File: config.mk
export PLATFORM = sky130hd
export DESIGN_NAME = svpwm_div
export DESIGN_NICKNAME = d
export VERILOG_FILES = /design/src/design/svpwm_div.sv
export SDC_FILE = /design/constraint.sdc
export NUM_CORES = 2
export LEC_CHECK = 0
export BUFFER_PORTS_ARGS = -buffer_cell sky130_fd_sc_hd__clkbuf_2
export CORE_MARGIN = 2
export CORE_UTILIZATION = 49
export DETAILED_ROUTE_END_ITERATION = 10
export PLACE_DENSITY = 0.74
export SLEW_MARGIN = 20
export SYNTH_ARGS = -nofsm -noshare
export SYNTH_HDL_FRONTEND = slang
export SYNTH_SLANG_ARGS = --single-unit
File: constraint.sdc
create_clock -name clk -period 3.9 [get_ports clk]
set_clock_uncertainty 0.1 [all_clocks]
set_input_delay 0.195 -clock clk [delete_from_list [all_inputs] [get_ports clk]]
set_output_delay 0.195 -clock clk [all_outputs]
set_load 0.005 [all_outputs]
File: src/design/svpwm_div.sv
module svpwm_div #(
  parameter int NW = 40,
  parameter int QW = 16,
  parameter int FB = 15
) (
  input  logic          clk,
  input  logic          rst_n,
  input  logic          adv,
  input  logic          in_vld,
  input  logic [NW-1:0] num,
  input  logic [NW-1:0] den,
  input  logic [QW-1:0] extra_in,
  output logic          out_vld,
  output logic [FB:0]   quo,
  output logic [QW-1:0] extra_out
);
  // one quotient bit per stage, restoring division of num*2^FB by den (num <= den)
  localparam int ST = FB + 1;
  logic [NW:0]   rem_r   [ST];
  logic [NW-1:0] den_r   [ST];
  logic [FB:0]   q_r     [ST];
  logic [QW-1:0] x_r     [ST];
  logic          v_r     [ST];
  logic [NW:0]   rem_nxt [ST];
  logic          ge      [ST];

  always_comb begin
    logic [NW:0] rin;
    rin = {1'b0, num};
    ge[0] = rin >= {1'b0, den};
    rem_nxt[0] = ge[0] ? (rin - {1'b0, den}) : rin;
    for (int i = 1; i < ST; i++) begin
      rin = {rem_r[i-1][NW-1:0], 1'b0};
      ge[i] = rin >= {1'b0, den_r[i-1]};
      rem_nxt[i] = ge[i] ? (rin - {1'b0, den_r[i-1]}) : rin;
    end
  end

  always_ff @(posedge clk) begin
    if (!rst_n) begin
      for (int i = 0; i < ST; i++) v_r[i] <= 1'b0;
    end else if (adv) begin
      v_r[0] <= in_vld;
      for (int i = 1; i < ST; i++) v_r[i] <= v_r[i-1];
    end
  end

  always_ff @(posedge clk) begin
    if (adv) begin
      rem_r[0] <= rem_nxt[0];
      den_r[0] <= den;
      q_r[0]   <= {{FB{1'b0}}, ge[0]};
      x_r[0]   <= extra_in;
      for (int i = 1; i < ST; i++) begin
        rem_r[i] <= rem_nxt[i];
        den_r[i] <= den_r[i-1];
        q_r[i]   <= {q_r[i-1][FB-1:0], ge[i]};
        x_r[i]   <= x_r[i-1];
      end
    end
  end

  assign out_vld   = v_r[ST-1];
  assign quo       = q_r[ST-1];
  assign extra_out = x_r[ST-1];
endmodule

Word level (Yosys, flattened, before mapping)
Memory sizes are Yosys's and may differ from the RTL's.
Cells that the tools add are included.
- bits in registers: 0
- bits in writable memories: 1824
- input bits: 100
- output and inout port bits: 33
- memories: 5
- memories (memory ; words ; width ; read ports ; clocked after Yosys merged registers in ; write ports ; RTL line ; RTL):
    rem_r ; 16 ; 41 ; 15 ; 0 ; 16 ; 19 ; logic [NW:0] rem_r [ST];
    den_r ; 16 ; 40 ; 15 ; 0 ; 16 ; 20 ; logic [NW-1:0] den_r [ST];
    q_r ; 16 ; 16 ; 16 ; 0 ; 16 ; 21 ; logic [FB:0] q_r [ST];
    x_r ; 16 ; 16 ; 16 ; 0 ; 16 ; 22 ; logic [QW-1:0] x_r [ST];
    v_r ; 16 ; 1 ; 16 ; 0 ; 16 ; 23 ; logic v_r [ST];
- add/sub/neg operators: 16
- $lt $le $gt $ge: 16
- multiplexer cells: 37
- bitwise gates (word level): 16
- operator list (kind ; number):
    $mux 41 ; 16
    $ge 41x40->1 ; 15
    $sub 41x40->41 ; 15
    $sub 40x40->41 ; 1
    $ge 40x40->1 ; 1
    $mux 1 ; 21
    $or 1x1->1 ; 16

Longest topological paths before layout
- depth after elaboration: 4
- depth in mapped cells: 17
- mapped depth without buffers: 15

Worst setup path before layout
OpenSTA, ideal clock, no wires.
- path type: register to register
- start: memory den_r[1][1]
- end: memory rem_r[0][100] (netlist name) (data pin)
- setup time: 0.262 ns
- data arrival time: 3.235 ns
- data required time: 3.538 ns
- path slack: 0.303 ns
- cell stages (with the launch flop): 15
- clock period less this slack: 3.597 ns
- path through: edfxtp_1 > inv_1 > ha_1 > nor2b_1 > o2111a_1 > o311a_1 > o2111ai_1 > nand3_1 > and2_1 > a41o_1 > a221oi_2 > o31a_2 > o41ai_4 > buf_4 > mux2_1
- RTL lines (what ; RTL line):
    from (decl) ; 20
    to (decl) ; 19

==> flow_metrics.env <==
export IMPL_outcome="complete, but fails checks"
export IMPL_violations="negative setup slack"
export IMPL_cp_data_required_time_ns=4.38
export IMPL_fin_crit_sh_pct=100
export IMPL_synth_edff_count=1607
export IMPL_ys_warn_count=0
export IMPL_fp_row_count=156
export IMPL_io_buffer_count=132
export IMPL_drive_gt1_share_pct=19.7
export IMPL_clockBufferDepth=3
export IMPL_core_um2=181000
export IMPL_internal_power_mw=55.4
export IMPL_synth_area_per_cell_um2=11.4
export IMPL_yosysSeqAreaShare_pct=54.2
export IMPL_setup_viol=1
export IMPL_drv_slew=0
export IMPL_synth_top_area_share_pct=54.2
export IMPL_synth_cell_types=93
export IMPL_start_util_pct=49.3
export IMPL_slew_headroom_pct=47.4
export IMPL_async_reset_ff_share_pct=0
export IMPL_tightest_slew_ns=0.789
export IMPL_grt_usage_pct=21.1
export IMPL_routedWlPerCell_um=17.7
export IMPL_antenna_found_initial=1
export IMPL_fill_cells=14200
export IMPL_dieWidth_um=430
export IMPL_globalplace_congestion=0.995
export IMPL_vdd_ir_drop_max_uv=426
export IMPL_yosysTopAreaCell="edfxtp_1"
export IMPL_post_route_min_period_ns=3.90
export IMPL_p_sw_share_pct=36.2
export IMPL_nets=9643
export IMPL_synth_seq_cells=1608
export IMPL_start_kind="register"
export IMPL_routed_wirelength_mm=202
export IMPL_hold_violations=0
export IMPL_path_class="register to register"
export IMPL_clk_latency_ns=0.83
export IMPL_grt_max_degree=113
export IMPL_cp_arrival_ns=4.38
export IMPL_max_freq_mhz=256
export IMPL_cts_tree="built"
export IMPL_path_clk_slew_ns=0.06
export IMPL_cts_root_buf="clkbuf_16"
export IMPL_p_leak_nw=45.2
export IMPL_p_per_area_nw_per_um2=804
export IMPL_holdWs_ns=0.0792
export IMPL_fin_ws_ns=-0.00129
export IMPL_via_per_inst=5.44
export IMPL_syn_area_um2=89100
export IMPL_ios=133
export IMPL_rsz0062_at_grt="yes"
export IMPL_hold_class="input port to register"
export IMPL_regArea_um2=48300
export IMPL_grt_pass1_wl_mm=315
export IMPL_die_area_um2=185000
export IMPL_synthCells=7833
export IMPL_drtIter0Drc=3205
export IMPL_pwr_share_clk_pct=18.2
export IMPL_drc=0
export IMPL_diodes=0
export IMPL_synth_area_leaders="edfxtp_1, ha_1, a21oi_1"
export IMPL_cap_violations=0
export IMPL_p_seq_share_pct=31.4
export IMPL_final_cell_mix="edfxtp_1, a21oi_1, inv_1"
export IMPL_numCtsBuffers=173
export IMPL_setup_tns_ns=-0.00129
export IMPL_postSynthNetCount=8587
export IMPL_htreeDepth=4
export IMPL_cp_max_fo=6
export IMPL_grt_pass1_vias=63600
export IMPL_multi_input_area_um2=38700
export IMPL_dp_hpwl_mm=149
export IMPL_ant_nets=0
export IMPL_dieHeight_um=430
export IMPL_area_growth_pct=21.4
export IMPL_crit_path_end_kind="register"
export IMPL_cts_sinks=1608
export IMPL_netSwitchingPower_mw=31.5
export IMPL_drt_pre_antenna_iters=6
export IMPL_fin_area_um2=108000
export IMPL_vias=62000
export IMPL_dpl_instance_area_um2=97700
export IMPL_ys_flop_type="edfxtp_1"
export IMPL_grt_overflow_total=0
export IMPL_final_common_cell="edfxtp_1"
export IMPL_combPwrFrac_pct=50.4
## final cells by class
class / count / area share (%)
inverter: 793 / 2.75
timing repair buffer: 1133 / 8.95
clock inverter: 99 / 0.958
multi-input combinational: 5180 / 35.8
sequential: 1608 / 44.6
clock buffer: 207 / 4.14
tap: 2370 / 2.74
## kinds of logic after synthesis
logic type	Yosys count	share of synthesized area (%)
adder cells (fa/ha/maj)	654	9.31
XOR/XNOR	544	5.35
flip-flops	1608	54.2
buffers and inverters	1045	4.62
multiplexers	238	2.99
AND/OR/NAND/NOR	1630	8.64
AO/OA/AOI/OAI	2114	14.9
## path summary, 6_finish.rpt
kind,to,slack (ns),startpoint,depth (start not counted)
hold reg to reg,x_r[0][41],0.29,x_r[0][25],0
hold / removal,den_r[0][34],0.08,den[34],2
setup reg to reg,rem_r[1][150],-0.001,rem_r[1][86],18
setup / recovery,rem_r[1][150],-0.001,rem_r[1][86],18
## through the flow
step / power, mW / setup WS [ns] / utilization (%) / std cells
finish: 86.9 / -0.00129 / 59.8 / 11400
floorplan: 54.1 / 0.303 / - / 7833
global route: 92.5 / -0.133 / 59.8 / 11400
CTS: 84.2 / -0.0837 / 58.4 / 11300
global placement: 66.1 / -0.328 / 54.0 / 10800
detailed placement: 66.9 / -0.403 / 54.0 / 10800
## power groups by stage
stage	sequential (mW)	clock, mW	combinational [mW]
final	27.3	15.8	43.8
after floorplan	26.7	0	27.4
after CTS	27.2	16.2	40.7
after detailed placement	27.5	0	39.4
after global routing	27.7	16.9	47.9
after global placement	27.5	0	38.6
## sequential cells by signal, indices dropped and copies added (netlist names)
| signal | cells |
|---|---|
| rem_r | 600 |
| v_r | 16 |
| den_r | 600 |
| q_r | 136 |
| x_r | 256 |
## cell usage after synthesis, types with 11 or more instances
library cell,instances
edfxtp_1,1607
a21oi_1,828
inv_1,793
ha_1,639
nor2_1,556
nand2_1,404
a21o_1,346
xnor2_1,337
o21ai_0,336
mux2_2,207
xor2_1,207
clkbuf_1,173
nand4_1,146
nand3_1,104
nor2b_1,90
o21bai_1,79
a31oi_1,77
o21a_1,76
nand2b_1,68
and3_1,67
nor3_1,61
a211oi_1,53
buf_2,46
and2_1,37
o211ai_1,33
o21ai_1,28
o31ai_1,28
buf_4,24
mux2_1,21
nor4_1,21
a21boi_0,18
fa_1,15
a221o_1,14
and4_1,14
o2111ai_1,14
or3_1,14
a211o_1,13
a41oi_1,13
o31a_1,12
a221oi_1,11
a31o_2,11
o41ai_1,11
## worst max-delay path, cell delays in order (launching register included)
cell and delay (ns):
edfxtp_1 0.45, ha_4 0.31, nand4_1 0.16, a211o_1 0.35
nand3_2 0.10, o22ai_2 0.08, o21a_1 0.24, o21ai_1 0.15
buf_4 0.14, a21oi_2 0.06, buf_4 0.16, a21oi_2 0.16
buf_4 0.16, a21oi_4 0.07, o21ai_4 0.16, buf_4 0.20
buf_12 0.12, buf_16 0.13, mux2_2 0.34
## metal layers
metal | global-route usage (%) | wire [µm] | vias to the layer above
met1 | 21.1 | 73100 | 29200
met3 | 2.77 | 5810 | 629
li1 | - | - | 30800
met5 | 0 | 0 | -
met4 | 13.7 | 14100 | 0
met2 | 40.4 | 109000 | 1376
## timing repair
action	4_1_cts	5_1_grt
pin swaps	35	113
cloned	7	17
hold endpoints to repair	188	0
hold buffers	154	0
buffers inserted	32	65
gates resized for setup	96	366
setup endpoints to repair	360	478
Note: power is estimated with default switching activity, not from simulation.
